==> src/design/wms_pkg.sv <==
// shared constants and the interpolation helper for the wavetable morph shaper
// no dependencies
package wms_pkg;

  localparam int SAMPLE_W = 16;
  localparam int MORPH_W  = 17;
  localparam int FRAC_W   = 16;
  localparam int CFG_W    = 4;

  localparam logic OP_WRITE = 1'b0;
  localparam logic OP_SHAPE = 1'b1;

  // a + trunc((b-a)*f/65536), truncation toward zero
  function automatic logic signed [SAMPLE_W-1:0] lerp_q16(
    input logic signed [SAMPLE_W-1:0] a,
    input logic signed [SAMPLE_W-1:0] b,
    input logic [FRAC_W-1:0] f
  );
    logic signed [SAMPLE_W:0]     diff;
    logic signed [2*SAMPLE_W+1:0] prod;
    logic signed [2*SAMPLE_W+1:0] adj;
    logic signed [SAMPLE_W:0]     step;
    diff = (SAMPLE_W+1)'(b) - (SAMPLE_W+1)'(a);
    prod = diff * $signed({1'b0, f});
    adj  = prod[2*SAMPLE_W+1] ? prod + (2*SAMPLE_W+2)'(65535) : prod;
    step = adj[FRAC_W+SAMPLE_W:FRAC_W];
    return SAMPLE_W'((SAMPLE_W+1)'(a) + step);
  endfunction

endpackage

==> src/design/wms_front.sv <==
// front end: classifies an input beat and works out bank indexes and fractions
// uses wms_pkg
module wms_front #(
  parameter int TABLE_SIZE = 1024,
  parameter int MAX_FRAMES = 8,
  parameter int FIW        = 3,
  parameter int EIW        = 10,
  parameter int QW         = 80
) (
  input  logic                          op,
  input  logic [2:0]                    frame_sel,
  input  logic [9:0]                    entry_sel,
  input  logic signed [15:0]            entry_value,
  input  logic signed [15:0]            sample_in,
  input  logic [16:0]                   morph,
  input  logic [6:0]                    nf,
  output logic [QW-1:0]                 q_word
);

  localparam int TW = $clog2(TABLE_SIZE + 1);
  localparam int EQW = wms_pkg::SAMPLE_W + TW;

  logic [16:0]     m_c;
  logic [6:0]      top_frame;
  logic [23:0]     p;
  logic [7:0]      flo;
  logic [7:0]      flo_c;
  logic            fpair;
  logic [15:0]     u;
  logic [EQW-1:0]  q;
  logic [EQW-17:0] elo;
  logic [EQW-17:0] elo_c;
  logic            epair;
  logic            wvalid;
  logic            fpar;
  logic            epar;
  logic [FIW-1:0]  fi0, fi1;
  logic [EIW-1:0]  ei0, ei1;
  logic [15:0]     data;
  logic [15:0]     ff, ef;

  always_comb begin
    m_c       = (morph > 17'd65536) ? 17'd65536 : morph;
    top_frame = nf - 7'd1;
    p         = 24'(m_c) * 24'(top_frame);
    flo       = p[23:16];
    fpair     = flo < 8'(top_frame);
    flo_c     = fpair ? flo : 8'(top_frame);
    u         = {~sample_in[15], sample_in[14:0]};
    q         = EQW'(u) * EQW'(TABLE_SIZE);
    elo       = q[EQW-1:16];
    epair     = elo < (EQW-16)'(TABLE_SIZE - 1);
    elo_c     = epair ? elo : (EQW-16)'(TABLE_SIZE - 1);
    wvalid    = (32'(frame_sel) < MAX_FRAMES) && (32'(entry_sel) < TABLE_SIZE);
    if (op == wms_pkg::OP_SHAPE) begin
      fpar = flo_c[0];
      epar = elo_c[0];
      fi0  = FIW'((9'(flo_c) + 9'd1) >> 1);
      fi1  = FIW'(flo_c >> 1);
      ei0  = EIW'(((EQW-15)'(elo_c) + (EQW-15)'(1)) >> 1);
      ei1  = EIW'(elo_c >> 1);
      data = sample_in;
    end else begin
      fpar = frame_sel[0];
      epar = entry_sel[0];
      fi0  = FIW'(frame_sel >> 1);
      fi1  = FIW'(frame_sel >> 1);
      ei0  = EIW'(entry_sel >> 1);
      ei1  = EIW'(entry_sel >> 1);
      data = entry_value;
    end
    ff = p[15:0];
    ef = q[15:0];
  end

  assign q_word = {op, wvalid, fpar, epar, fi0, fi1, ei0, ei1, data, ff, ef, fpair, epair};

endmodule

==> config.mk <==
export PLATFORM = sky130hd
export DESIGN_NAME = wms_front
export DESIGN_NICKNAME = d
export VERILOG_FILES = /design/src/design/wms_pkg.sv /design/src/design/wms_front.sv
export SDC_FILE = /design/constraint.sdc
export NUM_CORES = 1
export LEC_CHECK = 0
export ABC_AREA = 1
export BUFFER_PORTS_ARGS = -buffer_cell sky130_fd_sc_hd__clkbuf_2
export CAP_MARGIN = 0
export CORE_UTILIZATION = 25
export DETAILED_ROUTE_END_ITERATION = 7
export SYNTH_ARGS = -nofsm -noshare
export SYNTH_HDL_FRONTEND = slang
export SYNTH_SLANG_ARGS = --single-unit
==> constraint.sdc <==
create_clock -name vclk -period 7.5
set_input_delay 0.375 -clock vclk [all_inputs]
set_output_delay 0.375 -clock vclk [all_outputs]
set_load 0.1 [all_outputs]
==> reports/metrics.yaml <==
drt:
  top_layer: "met4"
  wl_met1_um: 7430
  firstDrtPassIters: 4
  post_drt_via_cell_ratio: 4.38
  avgRoutedWirePerCell_um: 13.3
  drtIter0Drc: 231
  wl_met3_um: 490
  vias: 5042
  drc: 0
  wl_um: 15400
  wl_met2_um: 7390
  ant_nets: 0
logic_synthesis:
  syn_area_mm2: 0.00496
  syn_avg_cell_area_um2: 6.66
  netlist-cell-type-count: 39
  synth_adder_area_share: 0.428
  synth-simple-area-share: 0.303
  netlist_instances: 744
  synth_compound_area_frac: 0.0641
  synth_top_family_by_area: "adder cells"
  seq_area_frac_synth: 0
  yosysWarnings: 0
  synthMuxAreaShare: 0
  synth_xor_area_frac: 0.0548
floorplan:
  core_area_mm2: 0.0195
  fp.dieH_um: 143
  start_util: 0.255
  die_area_mm2: 0.0204
  rows: 51
  io_pins: 150
  fp.dieW_um: 143
grt:
  grt_pass1_wl_um: 23700
  grt_pass1_vias: 4594
  grt_max_degree: 38
  grt_usage: 0.145
  antenna_found_initial: 0
  gr-total-overflow: 0
sta:
  fin_ws_ps: 314
  period_share: 0.958
  hold_slack_ps: 1190
  setup_viol: 0
  post-route-min-period_ps: 7190
  rsz0062_at_grt: "true"
  worst_pin_slew_ps: 560
  slew_headroom: 0.628
  final_max_slew_viol_count: 0
  hold_viol_final: 0
  fmax_mhz: 139
setup_path:
  endpoint: "q_word[75]"
  slowest_delay_ps: 600
  arrival_ps: 6810
  cp.required_ps: 7120
  startpoint_type: "primary input"
  critPathKind: "in -> out"
  cp_slowest_cell: "fa_1"
  cpMostUsedCell: "nand2_2"
  end_kind: "output port"
  cp_max_fo: 8
  cp-startpoint: "morph[8]"
finish:
  postLayoutCellArea_mm2: 0.00666
  drive_above_1_share: 0.322
  n_clock_buffer: 0
  syn2layout_area_growth_pct: 34.4
  diodes: 0
  register_area_um2: 0
  nets: 1084
  final_core_util: 0.342
  nFlopsAndLatches: 0
outcome:
  status: "complete, no violations"
flow_run:
  maxCapViolCount: 0
cts:
  postCtsHoldBufs: 0
place:
  portBuffers: 138
  dp_hpwl_um: 13000
  placed_cell_area_mm2: 0.00612
  gp_congestion: 0.850
  place_ws_ps: -132
power:
  finalPower_mw: 1.95
  ir_worst_vdd_mv: 0.189
  p_leak_nw: 3.68
  p_per_area_mw_per_mm2: 293
hold_path:
  holdCritPathClass: "in -> out"
## report_power, final
| part | switching [mW] | internal, mW |
|---|---|---|
| registers | 0 | 0 |
| logic | 1.40 | 0.553 |
| clock network | 0 | 0 |
| total | 1.40 | 0.553 |
## worst min path at each step
stage	from	end	cells past startpoint
6_report	frame_sel[2]	q_word[71]	4
5_1_grt	sample_in[5]	q_word[17]	2
4_1_cts	frame_sel[1]	q_word[70]	4
3_5_place_dp	frame_sel[1]	q_word[70]	4
3_3_place_gp	frame_sel[2]	q_word[71]	4
2_1_floorplan	sample_in[0]	q_word[12]	1
## kinds of logic (layout without fill, tap and decap cells)
group	after synthesis	in the layout
xor gates and xnor gates	31	31
adders and majority gates	125	125
AOI/OAI and AO/OA	51	51
and+or+nand+nor	362	362
buffers and inverters	173	306
other	2	12
## stage by stage
step / setup TNS (ps) / cells
CTS: 0 / 1142
global placement: -210 / 1139
finish: 0 / 1152
detailed placement: -207 / 1139
global route: -81.8 / 1152
floorplan: 0 / 754
## metal layers
layer,global-route usage,vias to the layer above
met2,0.237,128
met3,0.00637,6
li1,-,2497
met5,0,-
met4,0.00792,0
met1,0.219,2411
## worst max-delay path: cells and delay by family
| kind | cells | cell delay (ps) |
|---|---|---|
| AND/OR/NAND/NOR | 18 | 1780 |
| adder cells (fa/ha/maj) | 6 | 2700 |
| XOR/XNOR | 1 | 170 |
| buffers and inverters | 8 | 830 |
| AO/OA/AOI/OAI | 7 | 970 |
## cell usage in the layout, fill, tap and decap left out, drive strengths merged, types with 2 or more instances in the layout
cell	netlist	layout
a21o	6	6
a21oi	18	18
a31oi	4	4
buf	25	40
clkbuf	13	130
clkinv	2	2
conb	2	12
fa	74	74
ha	51	51
inv	133	133
nand2	200	200
nand3	26	26
nand3b	2	2
nand4	2	2
nor2	122	122
nor3	4	4
nor4	3	3
o21ai	17	17
o21bai	2	2
xnor2	13	13
xor2	18	18
## area by class of cell
cell class,count,area [um^2]
timing repair inverter,1,7.51
timing repair buffer,170,1100
tap,265,332
multi-input combinational,581,4710
inverter,135,514
fill,2100,12800
## synth_stat cells, types with 3 or more instances
cell,number,area (um^2)
a21o_1,6,45.0
a21oi_1,14,70.1
a21oi_2,3,26.3
a31oi_1,4,25.0
buf_4,23,173
clkbuf_1,13,48.8
fa_1,74,1480
ha_1,51,638
inv_1,131,492
nand2_1,185,694
nand2_2,13,81.3
nand3_1,24,120
nor2_1,118,443
nor3_1,4,20.0
nor4_1,3,18.8
o21ai_0,14,70.1
xnor2_1,13,114
xor2_1,18,158
## repair_timing
| action | in CTS | in global routing |
|---|---|---|
| gates cloned | 0 | 1 |
| pin swaps | 0 | 41 |
| resized for setup | 3 | 107 |
| endpoints found under the setup margin | 4 | 8 |
| setup buffers | 3 | 9 |
(Power assumes the default switching activity.)
