`config.mk`:
```
export PLATFORM = sky130hd
export DESIGN_NAME = wms_queue
export DESIGN_NICKNAME = d
export VERILOG_FILES = /design/src/design/wms_queue.sv
export SDC_FILE = /design/constraint.sdc
export NUM_CORES = 1
export LEC_CHECK = 0
export BUFFER_PORTS_ARGS = -buffer_cell sky130_fd_sc_hd__buf_4
export CORE_ASPECT_RATIO = 1.2
export CORE_UTILIZATION = 57
export DETAILED_ROUTE_END_ITERATION = 8
export PLACE_DENSITY = 0.85
export REMOVE_ABC_BUFFERS = 1
export SYNTH_ARGS = -nofsm -noshare
export SYNTH_HDL_FRONTEND = slang
export SYNTH_SLANG_ARGS = --single-unit
```
`constraint.sdc`:
```
create_clock -name clk -period 9.3 [get_ports clk]
set_input_delay 0.93 -clock clk [delete_from_list [all_inputs] [get_ports clk]]
set_output_delay 0.93 -clock clk [all_outputs]
set_load 0.05 [all_outputs]
```
`src/design/wms_queue.sv`:
```
// two-entry queue between the front end and the back end
// no dependencies
module wms_queue #(
  parameter int W = 80
) (
  input  logic         clk,
  input  logic         rst_n,
  input  logic         push,
  input  logic [W-1:0] push_data,
  output logic         full,
  input  logic         pop,
  output logic         nonempty,
  output logic [W-1:0] head
);

  logic [W-1:0] slot_r [2];
  logic         wp_r, wp_nxt;
  logic         rp_r, rp_nxt;
  logic [1:0]   cnt_r, cnt_nxt;

  always_comb begin
    wp_nxt  = push ? ~wp_r : wp_r;
    rp_nxt  = pop ? ~rp_r : rp_r;
    cnt_nxt = cnt_r + 2'(push) - 2'(pop);
  end

  always_ff @(posedge clk) begin
    if (!rst_n) begin
      wp_r  <= 1'b0;
      rp_r  <= 1'b0;
      cnt_r <= 2'd0;
    end else begin
      wp_r  <= wp_nxt;
      rp_r  <= rp_nxt;
      cnt_r <= cnt_nxt;
    end
    if (push) begin
      slot_r[wp_r] <= push_data;
    end
  end

  assign full     = cnt_r == 2'd2;
  assign nonempty = cnt_r != 2'd0;
  assign head     = slot_r[rp_r];

endmodule

```
==> metrics.yaml, run 1 <==
status: "completed"
power_density_nw_per_um2: 232
async_reset_ff_frac: 0
cts_buffer_depth: 2
r2r_end: "slot_r[0][76]"
grt_use_total: 0.200
crit_path_start_kind: "register"
row_count: 42
postCtsResizedCells: 0
wire_per_inst_um: 19.1
synth_cell_types: 13
hold_viol: 0
coreArea_um2: 11000
num_antenna_cells: 0
first_iter_violations: 219
viasPerCell: 5.21
drt_wl_total_um: 11300
antenna_found_initial: 0
numCtsBuffers: 17
final_nets: 533
max_freq_mhz: 287
instances_no_fill: 590
die_h_um: 118
fin_crit_ns: 3.48
drc: 0
crit_fanout: 41
gp_congestion: 0.699
path_clk_slew_ns: 0.05
syn_to_final_growth_pct: 29.0
io_pins: 166
tns_ns: 0
slowest_delay_ns: 0.83
die-area_um2: 11700
p_leak_nw: 3.30
cts_sinks: 165
cts_tree: "built"
rsz0062_at_grt: "false"
start_util: 0.583
htree_levels: 4
dieWidth_um: 98.8
grt_pass1_vias: 3198
seq_area_um2: 4910
syn-mean-instance-area_um2: 23.7
r2r_start: "wp_r"
setup_viol: 0
drv_cap: 0
worst_path_max_delay_cell: "dfxtp_4"
synth_warnings: 0
path_common_cell: "buf_4"
post_cts_buffers: 0
grt_max_degree: 81
synthTopCellsByArea: "edfxtp_1 75%, mux2_4 19%, buf_12 2.5%"
cts_root_buf: "clkbuf_16"
power_mw: 1.92
max_slew_margin: 0.256
seq_area_frac_synth: 0.766
ir_worst_vdd_mv: 0.187
r2r_cells: 2
port_buffers: 165
drive_gt1_frac: 0.603
clock_skew_ns: 0.00753
cp.required_ns: 8.37
ys_ff_latch: 165
final_antenna_net_count: 0
crit_type: "reg2out"
netlist.area_leader.share: 0.750
overflow: 0
synth-edff-count: 160
syn_area_um2: 6400
arrival_ns: 2.55
fillers: 623
drv_slew: 0
drtPass1Iterations: 4
cts_hold_buf: 0
holdPathStages: 2
grt_pass1_wl_um: 16800
place_inst: 560
hp-start: "rp_r"
yosysMostFrequentCell: "edfxtp_1"
end_kind: "primary output"
syn-instance-count: 270
synth_area_leader_cell: "edfxtp_1"
crit_chain: "buf_4 > mux2_4 > buf_4"
reg2reg_slack_ns: 7.06
hold_path.class: "reg2reg"
synth_commonest_cells: "160 x edfxtp_1, 80 x mux2_4, 8 x buf_12, 5 x dfxtp_1"
num_vias: 3076
clk-insertion-delay-late_ns: 0.41
timing.final.crit_share: 0.374
multi_input_area_um2: 1330
synth_flop_cell: "edfxtp_1"
worst_slew_pin_slew_ns: 1.12
## critical path, delay by kind of cell (launching register included)
kind	cells	cell delay (ns)
buf+inv	2	0.93
flops	1	0.83
mux	1	0.36
## registers in the layout (all words and copies together), names as in the netlist, named ones only
register  flops
cnt_r         2
rp_r          1
slot_r      160
wp_r          1
## area by class of cell
| type | instances | area share |
|---|---|---|
| clock inverters | 11 | 0.0194 |
| well taps | 132 | 0.0200 |
| flip-flops and latches | 165 | 0.594 |
| multi-input cells | 94 | 0.161 |
| repair buffers | 167 | 0.152 |
| clock buffers | 19 | 0.0524 |
| inverters | 2 | 0.000909 |
## cells by family after synthesis
group | Yosys count | share of synthesized area
buf+inv | 11 | 0.0279
xor+xnor | 2 | 0.00488
mux | 80 | 0.188
compound gates | 1 | 0.00117
flops | 165 | 0.766
fa+ha+maj | 2 | 0.00391
simple gates | 9 | 0.00879
## per-stage QoR
stage	worst slack, ns	hold slack (ns)	util	area (µm²)
after floorplan	4.31	0.555	-	6230
after global placement	6.20	0.560	0.698	7670
after detailed placement	6.21	0.581	0.698	7670
after CTS	5.76	0.592	0.752	8260
after global routing	5.71	0.609	0.752	8260
final	5.82	0.582	0.752	8260
## how the worst max path moves through the flow
stage	startpoint	to	slack, ns
after floorplan	push	slot_r[0][0]	4.31
final	register	head[54]	5.82
after CTS	register	head[72]	5.76
after global routing	register	head[54]	5.71
after detailed placement	register	head[26]	6.21
after global placement	register	head[60]	6.20
## where the power goes
| group | total (mW) | internal [mW] | switching (mW) |
|---|---|---|---|
| logic | 0.338 | 0.136 | 0.202 |
| clock network | 0.701 | 0.443 | 0.257 |
| registers | 0.881 | 0.861 | 0.0207 |
| total | 1.92 | 1.44 | 0.480 |
## placed cells by master (no fill, tap or decap)
| cell type | Yosys | layout |
|---|---|---|
| dfxtp_1 | 5 | 4 |
| clkinvlp_4 | 0 | 2 |
| clkbuf_1 | 0 | 2 |
| clkinv_1 | 0 | 3 |
| dfxtp_4 | 0 | 1 |
| or2_2 | 1 | 1 |
| nor2b_4 | 0 | 1 |
| bufinv_16 | 0 | 4 |
| and2_4 | 0 | 1 |
| buf_4 | 0 | 167 |
| xnor3_1 | 1 | 1 |
| and2_1 | 4 | 3 |
| clkbuf_16 | 0 | 17 |
| inv_1 | 2 | 2 |
| mux2_4 | 80 | 80 |
| clkinv_2 | 0 | 1 |
| edfxtp_1 | 160 | 160 |
| xor2_1 | 1 | 1 |
| nor2b_1 | 4 | 3 |
| o21a_1 | 1 | 1 |
| ha_1 | 2 | 2 |
| clkinv_4 | 0 | 1 |
## per-layer routing
metal | global-route usage | vias up | wire length, µm | part of all wire
li1 | - | 1414 | - | -
met1 | 0.221 | 1525 | 4130 | 0.37
met2 | 0.347 | 112 | 6170 | 0.55
met3 | 0.0523 | 25 | 595 | 0.053
met4 | 0.112 | 0 | 352 | 0.031
met5 | 0 | - | 0 | 0
No activity file was read; power rests on OpenSTA's default activity.
==> inputs of run 2 (changes only) <==
--- a/config.mk
+++ b/config.mk
@@ -5,11 +5,12 @@
 export SDC_FILE = /design/constraint.sdc
 export NUM_CORES = 1
 export LEC_CHECK = 0
+export ABC_AREA = 1
 export BUFFER_PORTS_ARGS = -buffer_cell sky130_fd_sc_hd__buf_4
 export CORE_ASPECT_RATIO = 1.2
-export CORE_UTILIZATION = 57
+export CORE_UTILIZATION = 52
 export DETAILED_ROUTE_END_ITERATION = 8
-export PLACE_DENSITY = 0.85
+export PLACE_DENSITY = 0.79
 export REMOVE_ABC_BUFFERS = 1
 export SYNTH_ARGS = -nofsm -noshare
 export SYNTH_HDL_FRONTEND = slang
==> constraint.sdc (replaced) <==
create_clock -name clk -period 3.3 [get_ports clk]
set_input_delay 0.33 -clock clk [delete_from_list [all_inputs] [get_ports clk]]
set_output_delay 0.33 -clock clk [all_outputs]
set_load 0.05 [all_outputs]
==> run 2 against run 1 <==
  * Die area increased by 9.4%
  * Sequential cell count unchanged
  * Non-clock buffer count increased by 4
  * Sequential power increased to 2.8 times the previous value
  * Register-to-register slack got worse by 5.2 ns
  * Clock skew about the same
  * Critical path depth unchanged
  * Global-route usage decreased by 2.8 points
  * Clock power increased to 2.7 times the previous value
  * Synthesized cell count increased by 4.4%
  * Total power increased to 2.7 times the previous value
==> metrics.yaml, run 2 <==
cp.required_ns: 2.97
end_kind: "primary output"
htree_levels: 4
overflow: 0
grt_max_degree: 44
syn-instance-count: 282
final_cell_mix: "170 x buf_4, 160 x edfxtp_1, 80 x mux2_4, 17 x clkbuf_16, 9 x nand2_1"
drive_gt1_frac: 0.597
syn_area_um2: 6400
fillers: 783
worst_path_max_delay_cell: "dfxtp_4"
dieWidth_um: 103
power_mw: 5.22
path_clk_slew_ns: 0.06
largest_reg_flops: 160
max_freq_mhz: 414
p_sw_mw: 1.34
die-area_um2: 12800
p_clk_frac: 0.364
post_cts_buffers: 0
async_reset_ff_frac: 0
cts_hold_buf: 0
yosysMostFrequentCell: "edfxtp_1"
synth-edff-count: 160
gp_congestion: 0.697
arrival_ns: 2.08
endpoint: "head[75]"
worst_slew_pin_slew_ns: 0.579
cts_buffer_depth: 2
p_leak_nw: 3.35
r2r_cells: 3
fin_crit_ns: 2.41
clock_skew_ns: 0.00794
synth_area_leader_cell: "edfxtp_1"
drt_wl_total_um: 10900
syn_to_final_growth_pct: 30.0
r2r_end: "slot_r[1][41]"
coreArea_um2: 12100
clk-insertion-delay-late_ns: 0.41
grt_pass1_vias: 3096
hold_viol: 0
synthTopCellsByArea: "edfxtp_1 75%, mux2_4 19%, buf_12 2.5%"
dp_hpwl_um: 7320
postCtsResizedCells: 0
ys_ff_latch: 165
numCtsBuffers: 17
start_util: 0.531
crit_type: "reg2out"
tns_ns: 0
path_common_cell: "buf_4"
swShare: 0.257
setup_viol: 0
antenna_found_initial: 0
drv_cap: 0
drv_slew: 0
cts_tree: "built"
wire_per_inst_um: 17.0
slowest_delay_ns: 0.71
cts_sinks: 165
timing.final.crit_share: 0.732
port_buffers: 165
crit_fanout: 30
io_pins: 166
reg2reg_slack_ns: 1.84
ir_worst_vdd_mv: 0.465
synth_flop_cell: "edfxtp_1"
netlist.area_leader.share: 0.750
crit_chain: "buf_4 > mux2_4 > buf_4"
grt_pass1_wl_um: 15500
status: "completed"
seq_area_frac_synth: 0.766
die_h_um: 124
power_density_nw_per_um2: 627
intPower_mw: 3.88
synth_warnings: 0
power_frac_comb: 0.162
cts_root_buf: "clkbuf_16"
reg_top3: "slot_r: 160 flops, cnt_r: 2 flops"
drtPass1Iterations: 4
syn-mean-instance-area_um2: 22.7
synth_commonest_cells: "160 x edfxtp_1, 80 x mux2_4, 9 x nand2_1, 8 x buf_12, 8 x nor2_1"
largest-register: "slot_r"
final_common_cell: "buf_4"
r2r_start: "wp_r"
num_antenna_cells: 0
synth_cell_types: 11
drc: 0
first_iter_violations: 134
viasPerCell: 4.85
max_slew_margin: 0.614
grt_use_total: 0.172
row_count: 44
final_antenna_net_count: 0
num_vias: 3089
hold_path.class: "in2reg"
pwr-share-seq: 0.473
rsz0062_at_grt: "false"
crit_path_start_kind: "register"
final_nets: 549
==> run 2: cell count changes in the layout (fill, tap and decap cells not counted), moves of 3 or more <==
cell / delta
nor2b_1: -3
and2_1: -3
inv_6: +4
nand2_1: +9
nor2_1: +7
buf_4: +3
inv_1: +4
==> run 2: kinds of logic after synthesis <==
kind of cell / synth area share
buffers and inverters: 0.0309
and+or+nand+nor: 0.0107
muxes: 0.188
DFF: 0.766
adders and majority gates: 0.00391
AOI/OAI and AO/OA: 0.000781
==> run 2: how the worst min path moves through the flow <==
stage / end / start / cells after the start / slack (ns)
floorplan: cnt_r[0] / rst_n / 2 / 0.42
global placement: rp_r / rp_r / 2 / 0.48
detailed placement: register / rp_r / 2 / 0.49
CTS: slot_r[1][25] / push_data[25] / 1 / 0.08
global route: slot_r[1][39] / push_data[39] / 1 / 0.08
finish: slot_r[0][39] / push_data[39] / 1 / 0.10
==> run 2: metal layers <==
layer / vias up / global-route usage / part of all wire
li1: 1458 / - / -
met1: 1509 / 0.197 / 0.38
met2: 104 / 0.289 / 0.54
met3: 18 / 0.0582 / 0.056
met4: 0 / 0.0792 / 0.023
met5: - / 0 / 0
==> run 2: power by group through the flow <==
| stage | Sequential (mW) | Clock [mW] | Combinational [mW] |
|---|---|---|---|
| after floorplan | 2.53 | 0 | 0.586 |
| after global placement | 2.51 | 0 | 0.839 |
| after detailed placement | 2.52 | 0 | 0.854 |
| after CTS | 2.47 | 1.95 | 0.855 |
| after global routing | 2.48 | 2.04 | 0.891 |
| final | 2.47 | 1.90 | 0.847 |
==> run 2: final cells by class <==
cell class	instances	area [µm²]	area share
clock buffers	17	425	0.0511
clock inverters	15	154	0.0185
inverters	7	27.5	0.00331
multi-input cells	101	1310	0.157
flip-flops and latches	165	4910	0.590
well taps	161	201	0.0242
repair buffers	171	1300	0.156
==> run 2: through the flow <==
step | hold slack (ns) | cell area (µm²) | util | cells | setup WS [ns]
2_1_floorplan | 0.423 | 6230 | - | 273 | -0.942
3_3_place_gp | 0.478 | 7740 | 0.642 | 605 | 1.34
3_5_place_dp | 0.489 | 7740 | 0.642 | 605 | 1.27
4_1_cts | 0.0823 | 8320 | 0.690 | 637 | 0.822
5_1_grt | 0.0817 | 8320 | 0.690 | 637 | 0.766
6_report | 0.103 | 8320 | 0.690 | 637 | 0.885
==> run 2: critical path, delay by kind of cell (launching register included) <==
kind	cells	cell delay, ns
flops	1	0.71
buf+inv	2	0.61
mux	1	0.34
